## src/rtl/sgm_pkg.sv

```systemverilog
// Shared types and constants for the Sobel gradient magnitude block.
// No dependencies; imported by sgm_isqrt and the top level.
`default_nettype none

package sgm_pkg;

  localparam int MAX_WIDTH  = 2048;
  localparam int MAX_HEIGHT = 2048;

  localparam int PIX_W      = 8;
  localparam int DIM_W      = 12;                       // config register width
  localparam int COL_W      = $clog2(MAX_WIDTH);        // column < width
  localparam int ROW_W      = $clog2(MAX_HEIGHT + 2);   // rows run to height+1
  localparam int CFG_IDX_W  = 2;

  // Gradient: |G| <= 4*255, signed
  localparam int GRAD_W     = PIX_W + 3;
  localparam int SQ_W       = 2 * GRAD_W;               // Gx^2 + Gy^2 fits here
  localparam int ROOT_W     = SQ_W / 2;
  localparam int ROOT_STEPS = ROOT_W;
  localparam int STEP_W     = $clog2(ROOT_STEPS);
  localparam int REM_W      = ROOT_W + 2;

  localparam int LINE_W     = 2 * PIX_W;                // {upper, middle} per column

  typedef enum logic [CFG_IDX_W-1:0] {
    REG_IMAGE_WIDTH,
    REG_IMAGE_HEIGHT
  } cfg_reg_t;

  typedef enum logic [2:0] {
    S_IDLE,
    S_LOAD,
    S_GRAD,
    S_ROOT,
    S_OUT
  } sgm_state_t;

  typedef struct packed {
    logic             mode;
    logic [PIX_W-1:0] pixel;
  } pix_word_t;

  typedef struct packed {
    logic [PIX_W-1:0] magnitude;
    logic             frame_end;
  } res_word_t;

endpackage

`default_nettype wire

```

## src/rtl/sgm_isqrt.sv

```systemverilog
// Iterative integer square root, one result bit per cycle.
// Depends on sgm_pkg.
`default_nettype none

module sgm_isqrt
  import sgm_pkg::*;
(
  input  wire logic              clk,
  input  wire logic              rst,
  input  wire logic              start,
  input  wire logic [SQ_W-1:0]   radicand,
  output      logic              done,
  output      logic [ROOT_W-1:0] root
);

  logic              busy;
  logic [STEP_W-1:0] count;
  logic [SQ_W-1:0]   rad;
  logic [REM_W-1:0]  rem;

  logic [REM_W+1:0]  rem_sh;
  logic [REM_W+1:0]  sub;
  logic              fits;

  // bring down two bits, try subtracting 4*root+1
  assign rem_sh = {rem, rad[SQ_W-1 -: 2]};
  assign sub    = {(REM_W - ROOT_W)'(0), root, 2'b01};
  assign fits   = (rem_sh >= sub);

  always_ff @(posedge clk) begin
    if (rst) begin
      busy <= 1'b0;
      done <= 1'b0;
    end else begin
      done <= busy && (count == '0);
      if (start) begin
        busy <= 1'b1;
      end else if (busy && count == '0) begin
        busy <= 1'b0;
      end
    end
  end

  always_ff @(posedge clk) begin
    if (start) begin
      rad   <= radicand;
      rem   <= '0;
      root  <= '0;
      count <= STEP_W'(ROOT_STEPS - 1);
    end else if (busy) begin
      rad   <= {rad[SQ_W-3:0], 2'b00};
      count <= count - 1'b1;
      if (fits) begin
        rem  <= REM_W'(rem_sh - sub);
        root <= {root[ROOT_W-2:0], 1'b1};
      end else begin
        rem  <= rem_sh[REM_W-1:0];
        root <= {root[ROOT_W-2:0], 1'b0};
      end
    end
  end

endmodule

`default_nettype wire

```

## config.mk

```make
export PLATFORM = sky130hd
export DESIGN_NAME = sgm_isqrt
export DESIGN_NICKNAME = d
export VERILOG_FILES = /design/src/rtl/sgm_pkg.sv /design/src/rtl/sgm_isqrt.sv
export SDC_FILE = /design/constraint.sdc
export NUM_CORES = 1
export LEC_CHECK = 0
export ABC_AREA = 1
export BUFFER_PORTS_ARGS = -buffer_cell sky130_fd_sc_hd__buf_2
export CELL_PAD_IN_SITES_DETAIL_PLACEMENT = 1
export CELL_PAD_IN_SITES_GLOBAL_PLACEMENT = 2
export CORE_MARGIN = 2
export CORE_UTILIZATION = 33
export CTS_CLUSTER_DIAMETER = 30
export DETAILED_ROUTE_END_ITERATION = 10
export PLACE_DENSITY = 0.81
export SYNTH_ARGS = -nofsm -noshare
export SYNTH_HDL_FRONTEND = slang
export SYNTH_SLANG_ARGS = --single-unit
```

## constraint.sdc

```tcl
create_clock -name clk -period 2.4 [get_ports clk]
set_clock_uncertainty 0.2 [all_clocks]
set_input_delay 0.36 -clock clk [delete_from_list [all_inputs] [get_ports clk]]
set_output_delay 0.36 -clock clk [all_outputs]
set_load 0.01 [all_outputs]
```

-- Yosys cells after proc, flatten, opt, wreduce, memory -nomap -nowiden
Cells that the tools add are included.
- flip-flop bits (word level): 52
- latch bits: 0
- bits in writable memories: 0
- memory bits (read-only): 0
- logic and storage cells: 19
- memories: 0
- add/subtract/negate cells: 2
- multiply operators: 0
- div/mod/pow operators: 0
- magnitude comparators: 1
- equal/unequal tests: 0
- shift-type cells: 0
- muxes and demuxes: 6
- bitwise operators: 0
- reduce and logical (&&, ||, !) cells: 4
- operator list (cell ; number):
    $mux 22 ; 2
    $ge 15x13->1 ; 1
    $mux 13 ; 1
    $sub 13x13->13 ; 1
    $logic_not 4->1 ; 1
    $reduce_bool 2->1 ; 2
    $sub 4x1->4 const B ; 1
    $mux 1 ; 3
    $logic_and 1x1->1 ; 1

-- Logic depth before layout (Yosys ltp)
Gate-level depths: netlist (run 1).
- depth in word-level cells: 4
- gate-level depth with buffers: 14

-- Least setup slack after synthesis (run 1)
No wires, ideal clock.
- kind: register to register
- start point: reg busy
- end point: reg rad[0], enable pin
- setup time: 0.395 ns
- arrival time: 1.402 ns
- path slack: 0.402 ns
- cell stages (with the launch flop): 4
- path buffers: 1
- period minus slack after synthesis: 1.998 ns
- cell sequence: dfxtp_1 > nor2_1 > inv_1 > clkbuf_1
- longest elaborated chain between the ends: 1
- RTL lines (item ; line ; source):
    start: declaration ; sgm_isqrt.sv:16 ; logic busy;
    start signal: assignment ; sgm_isqrt.sv:32 ; busy <= 1'b0;
    start signal: assignment ; sgm_isqrt.sv:37 ; busy <= 1'b1;
    start signal: assignment ; sgm_isqrt.sv:39 ; busy <= 1'b0;
    $reduce_bool 2->1 (no source line) ; - ;
    end signal: assignment ; sgm_isqrt.sv:46 ; rad <= radicand;
    end signal: assignment ; sgm_isqrt.sv:51 ; rad <= {rad[SQ_W-3:0], 2'b00};
    end: declaration ; sgm_isqrt.sv:18 ; logic [SQ_W-1:0] rad;
No other way between the ends.
A chain may end at the register's enable or synchronous reset.

-- Worst setup path in the final report (run 1)
- start point: reg root[2]
- end point: reg rem[5]
- longest elaborated chain between the ends: 2
- elaborated cells on any way between the ends: 3
- those cells by class: 1 x add/sub; 1 x order compare; 1 x mux
- RTL lines (item ; line ; source):
    start: declaration ; sgm_isqrt.sv:13 ; output logic [ROOT_W-1:0] root
    start signal: assignment ; sgm_isqrt.sv:55 ; root <= {root[ROOT_W-2:0], 1'b1};
    start signal: assignment ; sgm_isqrt.sv:58 ; root <= {root[ROOT_W-2:0], 1'b0};
    $sub 13x13->13 / $ge 15x13->1 (equally long branches) ; sgm_isqrt.sv:54, sgm_isqrt.sv:28 ;
    $mux 13 (*) ; sgm_isqrt.sv:53 ; if (fits) begin
    end signal: assignment ; sgm_isqrt.sv:54 ; rem <= REM_W'(rem_sh - sub);
    end signal: assignment ; sgm_isqrt.sv:57 ; rem <= rem_sh[REM_W-1:0];
    end: declaration ; sgm_isqrt.sv:19 ; logic [REM_W-1:0] rem;
Every way passes the cells marked *; elsewhere a longest branch is shown, timed or not.

==> results.json, run 1 <==
{
  "crit_path_max_incr_delay_ns": 0.36,
  "leakage_nw": 1.76,
  "setup_ws_ns": 0.151,
  "setup_viol": 0,
  "fp.coreArea_um2": 8640,
  "place_inst": 545,
  "ys_seq_elements": 52,
  "place_ws_ns": 0.0431,
  "wirelength_um": 7470,
  "endpoint_kind": "register",
  "rsz0062_at_grt": "no",
  "required_ns": 2.40,
  "hold_class": "primary input to register",
  "dr_total_vias": 2595,
  "path_common_cell": "nand2_2",
  "track_usage_pct": 16.5,
  "fmax_ghz": 0.445,
  "synth_top_area_share_pct": 22.8,
  "grt_pass1_vias": 2692,
  "grt_overflow": 0,
  "cts.sinks": 52,
  "cp_top_family": "simple AND/OR/NAND/NOR gates",
  "critPathArrivalTime_ns": 2.25,
  "maxCapViolations": 0,
  "synth-seq-area-share_pct": 43.4,
  "clk_path_buf_depth": 2,
  "final_util_pct": 39.6,
  "synth.distinct_cells": 30,
  "cts_tree": "done",
  "cts_buffers": 5,
  "insertion_delay_ns": 0.31,
  "syn-num-nets": 441,
  "grt_pass1_wl_um": 12700,
  "setup_tns_ns": 0,
  "min_period_over_period_pct": 93.7,
  "relSlewSlack_pct": 68.4,
  "cts_root_buffer": "clkbuf_8",
  "htreeDepth": 2,
  "synth.area.top_cells": "edfxtp_1 (23%), dfxtp_1 (21%), nand2_1 (20%)",
  "yosysWarnings": 0,
  "cts-hold-fix-buffers": 0,
  "antenna_cells": 0,
  "fin_cells": 555,
  "io_buffer_count": 36,
  "fillers": 1131,
  "nets": 486,
  "start_util_pct": 33.6,
  "grt_max_degree": 23,
  "gp_congestion": 0.780,
  "finalHoldViolations": 0,
  "power-per-cell-area_nw_per_um2": 1450,
  "synth.largest_area_cell": "edfxtp_1",
  "drv_slew": 0,
  "synth_area_um2": 2900,
  "area_growth_pct": 17.8,
  "period_minus_slack_ns": 2.25,
  "die_w_um": 97.8,
  "path_class": "register to register",
  "avgRoutedWirePerCell_um": 13.5,
  "first_pass_iters": 4,
  "drt_iter0_drc": 105,
  "worst_pin_slew_ns": 0.473,
  "outcome": "complete, no violations",
  "ir_worst_vdd_v": 0.000586,
  "syn_inst": 401,
  "postRouteAntennaNets": 0,
  "cp-start-kind": "register",
  "synth_area_per_cell_um2": 7.24,
  "reg2reg_slack_ns": 0.15,
  "dieArea_um2": 9560,
  "path_clk_slew_ns": 0.11,
  "die_y_um": 97.8,
  "cp_slowest_cell": "ha_1",
  "via_per_inst": 4.68,
  "fp-row-count": 34,
  "io_pins": 37,
  "antenna_found_initial": 0,
  "crit_chain": "inv_1, ha_1, nand2_2, nand2_2, a21oi_2, nand2_2, nand2_1, nand3_2, buf_12, nand3_1, nand2_1, nor2_1, nor2_1",
  "hpwlAfterDp_um": 5930,
  "drc": 0,
  "crit_fanout": 16,
  "path_buf_inv": 2,
  "drive_gt1_share_pct": 17.9
}
[path summary, 6_finish.rpt]
check | cells after the start | end | from
min reg2reg | 2 | rem[1] | rem[1]
max reg2reg | 13 | rem[5] | root[2]
max | 13 | rem[5] | root[2]
min | 2 | busy | rst
[cells by family after synthesis]
logic type | share of synthesized area, %
flip-flops | 43.4
AO/OA/AOI/OAI | 7.20
AND/OR/NAND/NOR | 31.3
buffers and inverters | 10.1
adder cells (fa/ha/maj) | 6.47
XOR/XNOR | 1.51
[cells in the final DEF, fill, tap and decap left out, drive strengths merged, types with 8 or more instances in the layout]
| cell | instances |
|---|---|
| nor2 | 26 |
| dfxtp | 30 |
| buf | 49 |
| ha | 15 |
| edfxtp | 22 |
| o21ai | 8 |
| nand3 | 24 |
| a21oi | 13 |
| o22ai | 10 |
| inv | 65 |
| nand2 | 158 |
[synthesized netlist by cell type]
master	instances
a21oi_1	12
clkbuf_1	8
nand4_1	6
a211oi_1	1
nand2_1	152
o21ai_1	2
a22oi_1	1
nand2_2	6
nand3_1	22
buf_1	1
o21ai_0	6
clkinv_1	1
nor2_1	24
a21oi_2	1
ha_1	15
o21bai_1	1
nor3_1	2
edfxtp_1	22
dfxtp_1	30
o22ai_1	10
nor2_2	2
xor2_1	3
inv_1	60
inv_2	3
nor3_2	2
buf_4	1
o211ai_1	2
buf_6	1
xnor2_1	2
nand3_2	2
[worst register-to-register path, stage by stage, from the launching register on]
cell and delay [ns]:
dfxtp_1 0.34, inv_1 0.07, ha_1 0.36, nand2_2 0.12
nand2_2 0.07, a21oi_2 0.15, nand2_2 0.10, nand2_1 0.09
nand3_2 0.15, buf_12 0.19, nand3_1 0.07, nand2_1 0.05
nor2_1 0.13, nor2_1 0.06
[report_power, final]
| group | switching, mW | internal, mW | leakage [nW] | total, mW |
|---|---|---|---|---|
| Combinational | 1.95 | 1.19 | 1.23 | 3.14 |
| Clock | 0.329 | 0.322 | 0.0607 | 0.651 |
| Sequential | 0.110 | 1.08 | 0.471 | 1.19 |
[layout make-up]
cell class / instances / area (um2) / area share [%]
multi-input combinational: 274 / 1380 / 40.2
sequential: 52 / 1260 / 36.9
timing repair buffer: 49 / 290 / 8.49
inverter: 64 / 240 / 7.02
tap: 108 / 135 / 3.95
clock buffer: 5 / 68.8 / 2.01
clock inverter: 3 / 50.0 / 1.46
[flip-flops by register name, summed over array words and instances, names as in the netlist]
| register | cells |
|---|---|
| rad | 22 |
| done | 1 |
| count | 4 |
| busy | 1 |
| rem | 13 |
| root | 11 |
[layer usage]
layer | routed length [um] | up-vias | global-route usage [%]
met5 | 0 | - | 0
met4 | 115 | 0 | 4.06
met3 | 228 | 9 | 2.43
met2 | 3770 | 38 | 29.8
met1 | 3360 | 1198 | 20.6
li1 | - | 1350 | -
[stage by stage]
stage	power (mW)	area, um2	hold WS [ns]
2_1_floorplan	3.41	2900	0.232
3_3_place_gp	4.09	3260	0.269
3_5_place_dp	4.17	3260	0.275
4_1_cts	4.85	3380	0.00132
5_1_grt	5.49	3420	0.0136
6_report	4.97	3420	0.00975
[what timing repair did]
| action | 4_1_cts | 5_1_grt |
|---|---|---|
| endpoints found under the setup margin | 0 | 10 |
| resized for setup | 0 | 7 |
| setup buffers | 0 | 2 |
No activity file was read; power rests on OpenSTA's default activity.
==> inputs of run 2 (changes only) <==
Clock period 2.4 ns to 2.53 ns, I/O delays scaled along.
==> run 2 against run 1 <==
Compared with the run above: die area stayed put; setup slack improved by 0.13 ns; final cell count down 0.72%; hold slack better by 0.024 ns; wire length is 1.0% higher; global-route usage grew 0.15 points; first-iteration DRC count down 29%; register-to-register slack better by 0.13 ns; fmax decreased by 0.18%; largest cell class unchanged; highest routed layer unchanged.
==> results.json, run 2 (synthesized netlist as in run 1, its figures left out) <==
{
  "critPathArrivalTime_ns": 2.30,
  "drv_slew": 0,
  "first_pass_iters": 4,
  "fp-row-count": 34,
  "grtUsageMet3_pct": 2.86,
  "area_growth_pct": 15.4,
  "hold_depth": 2,
  "cp_top_family": "simple AND/OR/NAND/NOR gates",
  "fin_cells": 551,
  "crit_chain": "inv_1, ha_1, nand2_1, nand2_1, nand2_1, nand2_1, a21oi_4, nand3_4, nor2_2, nand2_1, nand3_1, nand2_1, inv_1",
  "rsz0062_at_grt": "no",
  "finalHoldViolations": 0,
  "maxCapViolations": 0,
  "fp.coreArea_um2": 8640,
  "reg2reg_slack_ns": 0.28,
  "top_usage_layer": "met2",
  "largest_reg_flops": 22,
  "avgRoutedWirePerCell_um": 13.7,
  "insertion_delay_ns": 0.30,
  "fmax_ghz": 0.444,
  "postRouteAntennaNets": 0,
  "cp-start-kind": "register",
  "path_class": "register to register",
  "cp.depth": 13,
  "path_clk_slew_ns": 0.10,
  "start_util_pct": 33.6,
  "drt_iter0_drc": 75,
  "total_power_mw": 4.45,
  "hpwlAfterDp_um": 5890,
  "top_register": "rad",
  "drive_gt1_share_pct": 15.8,
  "setup_viol": 0,
  "grt_max_degree": 26,
  "design_area_um2": 3350,
  "dieArea_um2": 9560,
  "grt_pass1_wl_um": 12900,
  "nets": 482,
  "fillers": 1122,
  "drc": 0,
  "timing.hold.ws_ns": 0.0335,
  "ir_worst_vdd_v": 0.000410,
  "top_regs": "rad x22, rem x13, root x11",
  "io_buffer_count": 36,
  "placed_area_um2": 3230,
  "crit_path_max_incr_delay_ns": 0.38,
  "grt_overflow": 0,
  "layout_commonest_cell": "nand2_1",
  "period_minus_slack_ns": 2.25,
  "clk_path_buf_depth": 2,
  "rr_worst_depth": 13,
  "cts.sinks": 52,
  "gp_congestion": 0.829,
  "endpoint_kind": "register",
  "dr_total_vias": 2587,
  "worst_pin_slew_ns": 0.496,
  "required_ns": 2.58,
  "cts-hold-fix-buffers": 0,
  "outcome": "complete, no violations",
  "grt_pass1_vias": 2732,
  "final_cell_mix": "nand2_1 (151), inv_1 (60), buf_2 (36)",
  "relSlewSlack_pct": 66.9,
  "antenna_cells": 0,
  "hold_class": "primary input to register",
  "via_per_inst": 4.70,
  "antenna_found_initial": 0,
  "die_y_um": 97.8,
  "leakage_nw": 1.73,
  "path_buf_inv": 2,
  "wirelength_um": 7550,
  "met2_usage_pct": 28.4,
  "place_inst": 542,
  "htreeDepth": 2,
  "cts_root_buffer": "clkbuf_8",
  "grt_use_met1_pct": 21.8,
  "cts_tree": "done",
  "die_w_um": 97.8,
  "cts_buffers": 5,
  "power-per-cell-area_nw_per_um2": 1330,
  "path_common_cell": "nand2_1",
  "postCtsSetupBuffers": 0,
  "crit_fanout": 11,
  "track_usage_pct": 16.6,
  "min_period_over_period_pct": 89.0,
  "setup_tns_ns": 0,
  "cp_slowest_cell": "ha_1",
  "io_pins": 37
}
==> run 2: final timing paths <==
path | from | end
setup reg to reg | root[6] | rem[8]
hold / removal | rst | busy
hold reg to reg | rem[2] | rem[2]
setup / recovery | root[6] | rem[8]
==> run 2: what timing repair did <==
item	CTS	global route
gates cloned	0	1
setup endpoints to repair	2	9
resized for setup	1	5
pin swaps	0	1
==> run 2: per-stage QoR <==
stage                     worst slack (ns)  utilization, %
after floorplan                      0.532               -
final                                0.277            38.8
after CTS                           0.0717            38.4
after global routing                0.0190            38.8
after detailed placement           -0.0329            37.4
after global placement              0.0488            37.4
==> run 2: final cells by class <==
class                   instances  area, um2  share of cell area, %
repair buffers                 44        240                   7.17
inverters                      64        240                   7.17
clock buffers                   6       72.6                   2.17
multi-input cells             275       1390                   41.5
well taps                     108        135                   4.03
flip-flops and latches         52       1260                   37.6
clock inverters                 2       11.3                  0.336
==> run 2: where the power goes <==
| group | internal [mW] | total, mW | leakage, nW | switching, mW |
|---|---|---|---|---|
| Combinational | 0.944 | 2.85 | 1.22 | 1.91 |
| Clock | 0.193 | 0.475 | 0.0388 | 0.282 |
| Sequential | 1.02 | 1.12 | 0.471 | 0.0988 |
| Total | 2.16 | 4.45 | 1.73 | 2.29 |
==> run 2: worst reg2reg max path, cell delays in order, from the launching register on <==
cell and delay [ns]:
dfxtp_1 0.34, inv_1 0.09, ha_1 0.38, nand2_1 0.10
nand2_1 0.09, nand2_1 0.07, nand2_1 0.11, a21oi_4 0.22
nand3_4 0.18, nor2_2 0.17, nand2_1 0.07, nand3_1 0.07
nand2_1 0.05, inv_1 0.05
==> run 2: per-layer routing <==
layer	vias up	wire length, um
li1	1349	-
met3	12	174
met4	0	134
met1	1190	3570
met2	36	3670
met5	-	0
